## config.mk

```make
export PLATFORM = sky130hd
export DESIGN_NAME = gdt_ctrl
export DESIGN_NICKNAME = d
export VERILOG_FILES = /design/src/gdt_pkg.sv /design/src/gdt_ctrl.sv
export SDC_FILE = /design/constraint.sdc
export NUM_CORES = 1
export LEC_CHECK = 0
export ABC_AREA = 1
export BUFFER_PORTS_ARGS = -buffer_cell sky130_fd_sc_hd__buf_2
export CORE_AREA = 2 2 39 41
export CTS_CLUSTER_SIZE = 16
export DETAILED_ROUTE_END_ITERATION = 6
export DIE_AREA = 0 0 41 43
export PLACE_DENSITY = 0.69
export SLEW_MARGIN = 20
export SYNTH_ARGS = -nofsm -noshare
export SYNTH_HDL_FRONTEND = slang
export SYNTH_SLANG_ARGS = --single-unit
```

## constraint.sdc

```tcl
create_clock -name i_clk -period 3.4 [get_ports i_clk]
set_input_delay 0.34 -clock i_clk [delete_from_list [all_inputs] [get_ports i_clk]]
set_output_delay 0.34 -clock i_clk [all_outputs]
set_load 0.01 [all_outputs]
```

## src/gdt_pkg.sv

```systemverilog
// Shared constants, codes and controller/datapath interface types for the graph walker.
`default_nettype none
package gdt_pkg;

    localparam int MAX_VERTICES = 64;
    localparam int ROW_W        = MAX_VERTICES;
    localparam int ADDR_W       = $clog2(MAX_VERTICES);
    localparam int VID_W        = 6;
    localparam int VCNT_W       = 7;

    localparam logic [VCNT_W-1:0] NO_VERTEX = VCNT_W'(64);

    // Command opcodes on the input beat
    localparam logic [1:0] OP_ADD_EDGE = 2'd0;
    localparam logic [1:0] OP_DELETE   = 2'd1;
    localparam logic [1:0] OP_DFS      = 2'd2;
    localparam logic [1:0] OP_BFS      = 2'd3;

    // Datapath micro-operations
    typedef logic [3:0] t_dp_op;
    localparam t_dp_op DP_NOP       = 4'd0;
    localparam t_dp_op DP_LOAD      = 4'd1;
    localparam t_dp_op DP_RD_A      = 4'd2;
    localparam t_dp_op DP_WR_A      = 4'd3;
    localparam t_dp_op DP_RD_B      = 4'd4;
    localparam t_dp_op DP_WR_B      = 4'd5;
    localparam t_dp_op DP_DEL       = 4'd6;
    localparam t_dp_op DP_ROOT_SKIP = 4'd7;
    localparam t_dp_op DP_ROOT_VIS  = 4'd8;
    localparam t_dp_op DP_RD_CUR    = 4'd9;
    localparam t_dp_op DP_LOAD_CAND = 4'd10;
    localparam t_dp_op DP_TAKE      = 4'd11;
    localparam t_dp_op DP_POP       = 4'd12;
    localparam t_dp_op DP_DEQ       = 4'd13;
    localparam t_dp_op DP_CUR_STORE = 4'd14;
    localparam t_dp_op DP_FINISH    = 4'd15;

    typedef struct packed {
        t_dp_op op;
    } t_dp_cmd;

    typedef struct packed {
        logic root_end;
        logic root_skip;
        logic cand_nz;
        logic wptr_one;
        logic q_empty;
    } t_dp_stat;

endpackage
`default_nettype wire

```

## src/gdt_ctrl.sv

```systemverilog
// Controller state machine: sequences edge updates, deletes and the two walks.
`default_nettype none
module gdt_ctrl (
    input  wire logic             i_clk,
    input  wire logic             i_rst_n,
    input  wire logic             start,
    input  wire logic [1:0]       i_op,
    input  wire gdt_pkg::t_dp_stat i_stat,
    output logic                  busy,
    output gdt_pkg::t_dp_cmd      o_cmd
);
    import gdt_pkg::*;

    localparam logic [3:0] S_IDLE  = 4'd0;
    localparam logic [3:0] S_RDA   = 4'd1;
    localparam logic [3:0] S_WRA   = 4'd2;
    localparam logic [3:0] S_RDB   = 4'd3;
    localparam logic [3:0] S_WRB   = 4'd4;
    localparam logic [3:0] S_DEL   = 4'd5;
    localparam logic [3:0] S_ROOT  = 4'd6;
    localparam logic [3:0] S_RD    = 4'd7;
    localparam logic [3:0] S_LD    = 4'd8;
    localparam logic [3:0] S_DCHK  = 4'd9;
    localparam logic [3:0] S_DCUR  = 4'd10;
    localparam logic [3:0] S_BSCAN = 4'd11;
    localparam logic [3:0] S_DEQ   = 4'd12;
    localparam logic [3:0] S_BCUR  = 4'd13;
    localparam logic [3:0] S_FIN   = 4'd14;

    logic [3:0] r_state, n_state;
    logic       r_bfs, n_bfs;

    always_ff @(posedge i_clk) begin
        if (!i_rst_n) begin
            r_state <= S_IDLE;
            r_bfs   <= 1'b0;
        end else begin
            r_state <= n_state;
            r_bfs   <= n_bfs;
        end
    end

    assign busy = (r_state != S_IDLE);

    // Next state and datapath command
    always_comb begin
        n_state  = r_state;
        n_bfs    = r_bfs;
        o_cmd.op = DP_NOP;
        case (r_state)
            S_IDLE: begin
                if (start) begin
                    o_cmd.op = DP_LOAD;
                    n_bfs    = (i_op == OP_BFS);
                    case (i_op)
                        OP_ADD_EDGE: n_state = S_RDA;
                        OP_DELETE:   n_state = S_DEL;
                        default:     n_state = S_ROOT;
                    endcase
                end
            end
            S_RDA: begin
                o_cmd.op = DP_RD_A;
                n_state  = S_WRA;
            end
            S_WRA: begin
                o_cmd.op = DP_WR_A;
                n_state  = S_RDB;
            end
            S_RDB: begin
                o_cmd.op = DP_RD_B;
                n_state  = S_WRB;
            end
            S_WRB: begin
                o_cmd.op = DP_WR_B;
                n_state  = S_IDLE;
            end
            S_DEL: begin
                o_cmd.op = DP_DEL;
                n_state  = S_IDLE;
            end
            // Root scan in ascending id
            S_ROOT: begin
                if (i_stat.root_end) begin
                    n_state = S_FIN;
                end else if (i_stat.root_skip) begin
                    o_cmd.op = DP_ROOT_SKIP;
                end else begin
                    o_cmd.op = DP_ROOT_VIS;
                    n_state  = r_bfs ? S_DEQ : S_RD;
                end
            end
            S_RD: begin
                o_cmd.op = DP_RD_CUR;
                n_state  = S_LD;
            end
            S_LD: begin
                o_cmd.op = DP_LOAD_CAND;
                n_state  = r_bfs ? S_BSCAN : S_DCHK;
            end
            // Depth-first: descend on the lowest fresh neighbor, else backtrack
            S_DCHK: begin
                if (i_stat.cand_nz) begin
                    o_cmd.op = DP_TAKE;
                    n_state  = S_RD;
                end else begin
                    o_cmd.op = DP_POP;
                    n_state  = i_stat.wptr_one ? S_ROOT : S_DCUR;
                end
            end
            S_DCUR: begin
                o_cmd.op = DP_CUR_STORE;
                n_state  = S_RD;
            end
            // Breadth-first: enqueue all fresh neighbors, then dequeue
            S_BSCAN: begin
                if (i_stat.cand_nz) begin
                    o_cmd.op = DP_TAKE;
                end else begin
                    n_state = S_DEQ;
                end
            end
            S_DEQ: begin
                if (i_stat.q_empty) begin
                    n_state = S_ROOT;
                end else begin
                    o_cmd.op = DP_DEQ;
                    n_state  = S_BCUR;
                end
            end
            S_BCUR: begin
                o_cmd.op = DP_CUR_STORE;
                n_state  = S_RD;
            end
            S_FIN: begin
                o_cmd.op = DP_FINISH;
                n_state  = S_IDLE;
            end
            default: begin
                n_state = S_IDLE;
            end
        endcase
    end
endmodule
`default_nettype wire

```

==> flow_summary.ini, run 1 <==
[sta]
finalHoldViolations = 0
finalSetupViolations = 0
rsz0062_at_grt = false
relSlewSlack = 0.756
finalSetupTns_ps = 0
finClkSkew_ps = 1.43
period_needed_ps = 1980
fmax_mhz = 506
slew_violations = 0
layout_worst_path_cycle_share = 0.582
worst_pin_slew_ps = 365

[final_layout]
finalNetCount = 140
antenna_cells = 0
drive_gt1_frac = 0.186
stdcell_area_um2 = 698
synthToLayoutAreaGrowth_pct = 20.0
final_util = 0.505

[drt]
via_per_inst = 5.30
wl_per_cell_um = 11.4
ant_nets = 0
first_pass_iters = 4
routed_wl_um = 1650
drc = 0
vias = 768
drtIter0Drc = 35

[power]
power_density_mw_per_mm2 = 817
p_leak_nw = 0.400
peakVddDrop_mv = 0.411
power_w = 0.000571

[floorplanning]
rows = 14
initial_core_util = 0.420
fp.dieH_um = 43
io_pins = 15
fp.dieW_um = 41
core_area_mm2 = 0.00138
die_area_mm2 = 0.00176

[critical_path]
end_kind = output pin
max_stage_delay_ps = 330
cp_cell_sequence = inv_1 -> nand2_1 -> nor2_1 -> nand3_1 -> nand2_1 -> inv_1 -> nand4_1 -> buf_2
critPathLaunchType = flip-flop
cp_slowest_cell = dfxtp_1
cp_max_fo = 4
worst-endpoint-arrival_ps = 1640
worstPathRequired_ps = 3060
worstSetupPathType = reg2out

[global_route]
grt_pass1_wl_um = 2750
grt_overflow = 0
grt_util_all_layers = 0.233
antenna_found_initial = 0
grt_pass1_vias = 696
grt_max_degree = 10

[placement]
place_hpwl_um = 1350
routabilityCongestion = 0.945
place_area_um2 = 672
port_buffers = 14

[synthesis]
ys_types = 16
syn-num-nets = 121
syn_area_um2 = 582
synth_area_per_cell_um2 = 5.24
ys_seq_area_frac = 0.172
synth-seq-cells = 5
ys_warn_count = 0
synthCells = 111

[cts]
path_clk_slew_ps = 40
clk_latency_ps = 230
htreeDepth = 1
cts-buffers-inserted = 3
post_cts_buffers = 0
tritoncts = yes
cts_resized = 0
cts-hold-fix-buffers = 0
cts_root_buf = clkbuf_4
clock-sinks = 5
clockBufferDepth = 2

[min_path]
hold_path.class = in2reg

[run_status]
status = complete, no violations

[run]
cap_violations = 0
==> metal layers <==
metal  share of wire  GRT usage  vias up
met5               0          0        -
li1                -          -      393
met4           0.016      0.153        0
met1            0.41      0.273      323
met2            0.49      0.363       46
met3           0.086     0.0419        6
==> where the power goes <==
part	internal [W]	switching (W)	total, W
registers	0.0000793	0.0000345	0.000114
clock network	0.0000442	0.0000216	0.0000658
logic	0.000137	0.000254	0.000391
total	0.000260	0.000310	0.000571
==> metrics by stage <==
stage	setup slack (ps)	cells	hold WS [ps]
3_3_place_gp	1660	141	500
3_5_place_dp	1710	141	504
4_1_cts	1440	145	385
2_1_floorplan	1970	111	466
6_report	1420	145	393
5_1_grt	1270	145	395
==> cells in the mapped netlist (all sizes together) <==
cell     instances  area (µm²)
o21ai            4        20.0
nand3           13        65.1
nand2           37         139
nand4            2        12.5
o2111ai          1        8.76
inv             12        45.0
or2              2        12.5
o211ai           1        7.51
dfxtp            5         100
nor2            25         121
nand3b           2        15.0
a21oi            7        35.0
==> cell families after synthesis <==
kind of cell	synth area share
AND/OR/NAND/NOR	0.628
AO/OA/AOI/OAI	0.123
buffers and inverters	0.0774
flip-flops	0.172
==> state kept, by name, indices dropped and copies added (netlist names) <==
name,flops
r_bfs,1
r_state,4
==> layout make-up <==
type                       instances  area (µm²)
sequential                         5         100
tap                               16        20.0
timing repair buffer              14        70.1
multi-input combinational         94         437
fill                             157         686
inverter                          12        45.0
clock buffer                       4        26.3
==> placed cells by master, fill, tap and decap left out, types with 2 or more instances in the layout <==
| cell | netlist | final |
|---|---|---|
| a21oi_1 | 7 | 7 |
| buf_2 | 0 | 14 |
| clkbuf_4 | 0 | 3 |
| dfxtp_1 | 5 | 5 |
| inv_1 | 11 | 11 |
| nand2_1 | 37 | 37 |
| nand3_1 | 13 | 13 |
| nand3b_1 | 2 | 2 |
| nand4_1 | 2 | 2 |
| nor2_1 | 20 | 20 |
| nor2_2 | 2 | 2 |
| nor2_4 | 3 | 3 |
| o21ai_0 | 4 | 4 |
==> worst paths after layout <==
path | start | endpoint | slack (ps) | depth (start not counted)
setup / recovery | r_state[3] | o_cmd[0] | 1420 | 8
hold reg to reg | r_bfs | r_bfs | 510 | 2
setup reg to reg | r_state[3] | r_state[0] | 2010 | 8
hold / removal | i_op[0] | r_bfs | 390 | 3
==> critical path: cells and delay by family (launching register included) <==
family,cells,cell delay [ps]
buffers and inverters,3,340
DFF,1,330
and+or+nand+nor,5,730
(Power assumes the default switching activity.)
==> run 2, diff against run 1 <==
==> constraint.sdc (replaced) <==
create_clock -name i_clk -period 1.95 [get_ports i_clk]
set_input_delay 0.195 -clock i_clk [delete_from_list [all_inputs] [get_ports i_clk]]
set_output_delay 0.195 -clock i_clk [all_outputs]
set_load 0.01 [all_outputs]
==> flow_summary.ini, run 2 (same netlist as run 1, synthesis figures left out) <==
[floorplanning]
fp.dieH_um = 43
rows = 14
io_pins = 15
initial_core_util = 0.420
fp.dieW_um = 41
core_area_mm2 = 0.00138
die_area_mm2 = 0.00176

[final_layout]
top_regs = r_state x4, r_bfs x1
multiInputGateArea_um2 = 439
antenna_cells = 0
finalNetCount = 140
layout_commonest_cell = nand2_1
regArea_um2 = 100
fill_cells = 147
largest_reg_flops = 4
layout_common_cells = nand2_1, nor2_1, buf_2, nand3_1, inv_1
synthToLayoutAreaGrowth_pct = 20.4
drive_gt1_frac = 0.194
regMostFlops = r_state
final_util = 0.506
final_cells = 145

[cts]
cts_root_buf = clkbuf_4
clk_latency_ps = 240
cts-hold-fix-buffers = 0
htreeDepth = 1
post_cts_buffers = 0
clock-sinks = 5
cts-buffers-inserted = 3
clockBufferDepth = 2
tritoncts = yes
path_clk_slew_ps = 40

[drt]
ant_nets = 0
wl_per_cell_um = 11.4
first_pass_iters = 4
routed_wl_um = 1650
drtIter0Drc = 26
drc = 0
via_per_inst = 5.48
vias = 794

[sta]
slew_violations = 0
finalSetupTns_ps = 0
finalHoldViolations = 0
finClkSkew_ps = 2.79
period_needed_ps = 1840
layout_worst_path_cycle_share = 0.942
fmax_mhz = 544
relSlewSlack = 0.756
finalSetupViolations = 0
rsz0062_at_grt = false
worst_pin_slew_ps = 365

[power]
power_w = 0.000996
power_density_mw_per_mm2 = 1420
peakVddDrop_mv = 0.644
p_leak_nw = 0.399

[critical_path]
critPathLaunchType = flip-flop
worst-endpoint-arrival_ps = 1640
path_common_cell = nand2_1
cp_slowest_cell = dfxtp_1
rrSetupSlack_ps = 570
cp_cell_sequence = inv_1 -> nor2_4 -> nand2_1 -> nand2_1 -> a21oi_1 -> o2111ai_1 -> buf_2
rr_worst_depth = 7
r2r-end = r_state[0]
worstPathRequired_ps = 1750
worstSetupPathType = reg2out
max_stage_delay_ps = 370
r2r-start = r_state[2]
crit_buf_inv = 2
startpoint = r_state[1]
path_delay_family = compound AO/OA/AOI/OAI gates
end_kind = output pin
cp_max_fo = 6

[placement]
dp_cells = 141
place_hpwl_um = 1350
routabilityCongestion = 0.945
port_buffers = 14

[min_path]
hold_path.class = in2reg
hold_start = i_op[0]
hold_end = r_bfs
hold_depth = 3

[run]
cap_violations = 0

[global_route]
grt_max_degree = 10
antenna_found_initial = 0
grt_util_all_layers = 0.240
grt_pass1_vias = 673
grt_pass1_wl_um = 2850
grt_overflow = 0

[run_status]
status = complete, no violations
run 2: worst register-to-register path, cell delays in order, from the launching register on:
cell     delay (ps)
dfxtp_1         440
nand2_1         140
nor2_1          180
nand3_1         190
nand2_2         130
nor2_2           60
nand2_1          70
a21oi_1          50
run 2: report_power, final:
group | leakage (nW) | total [W] | internal (W) | switching, W
registers | 0.0409 | 0.000200 | 0.000138 | 0.0000622
clock network | 0.0150 | 0.000115 | 0.0000770 | 0.0000375
logic | 0.343 | 0.000681 | 0.000238 | 0.000443
run 2: through the flow:
stage | hold WS [ps] | instance area, µm² | worst slack, ps
floorplan | 354 | 582 | 669
global placement | 485 | 672 | 358
detailed placement | 490 | 672 | 386
CTS | 240 | 698 | 118
global route | 252 | 701 | 0.277
finish | 248 | 701 | 113
run 2: area by class of cell:
cell class	instances	area share
Inverter	12	0.0643
Clock buffer	4	0.0375
Sequential cell	5	0.143
Tap cell	16	0.0286
Multi-Input combinational cell	94	0.627
Timing Repair Buffer	14	0.100
run 2: repair_timing:
item | CTS | global route
endpoints found under the hold margin | 0 | 0
resized for setup | 0 | 1
setup endpoints to repair | 0 | 1
run 2: metal layers:
| metal | share of wire | vias up | track usage |
|---|---|---|---|
| li1 | - | 399 | - |
| met1 | 0.42 | 356 | 0.314 |
| met2 | 0.49 | 35 | 0.359 |
| met3 | 0.071 | 4 | 0.0366 |
| met4 | 0.0097 | 0 | 0.133 |
| met5 | 0 | - | 0 |
run 2: how the worst max path moves through the flow:
stage | to | slack [ps] | cells past startpoint
detailed placement | o_cmd[0] | 390 | 7
finish | o_cmd[2] | 110 | 7
floorplan | o_cmd[0] | 670 | 6
global route | o_cmd[0] | 0.3 | 8
CTS | o_cmd[0] | 120 | 7
global placement | o_cmd[0] | 360 | 7
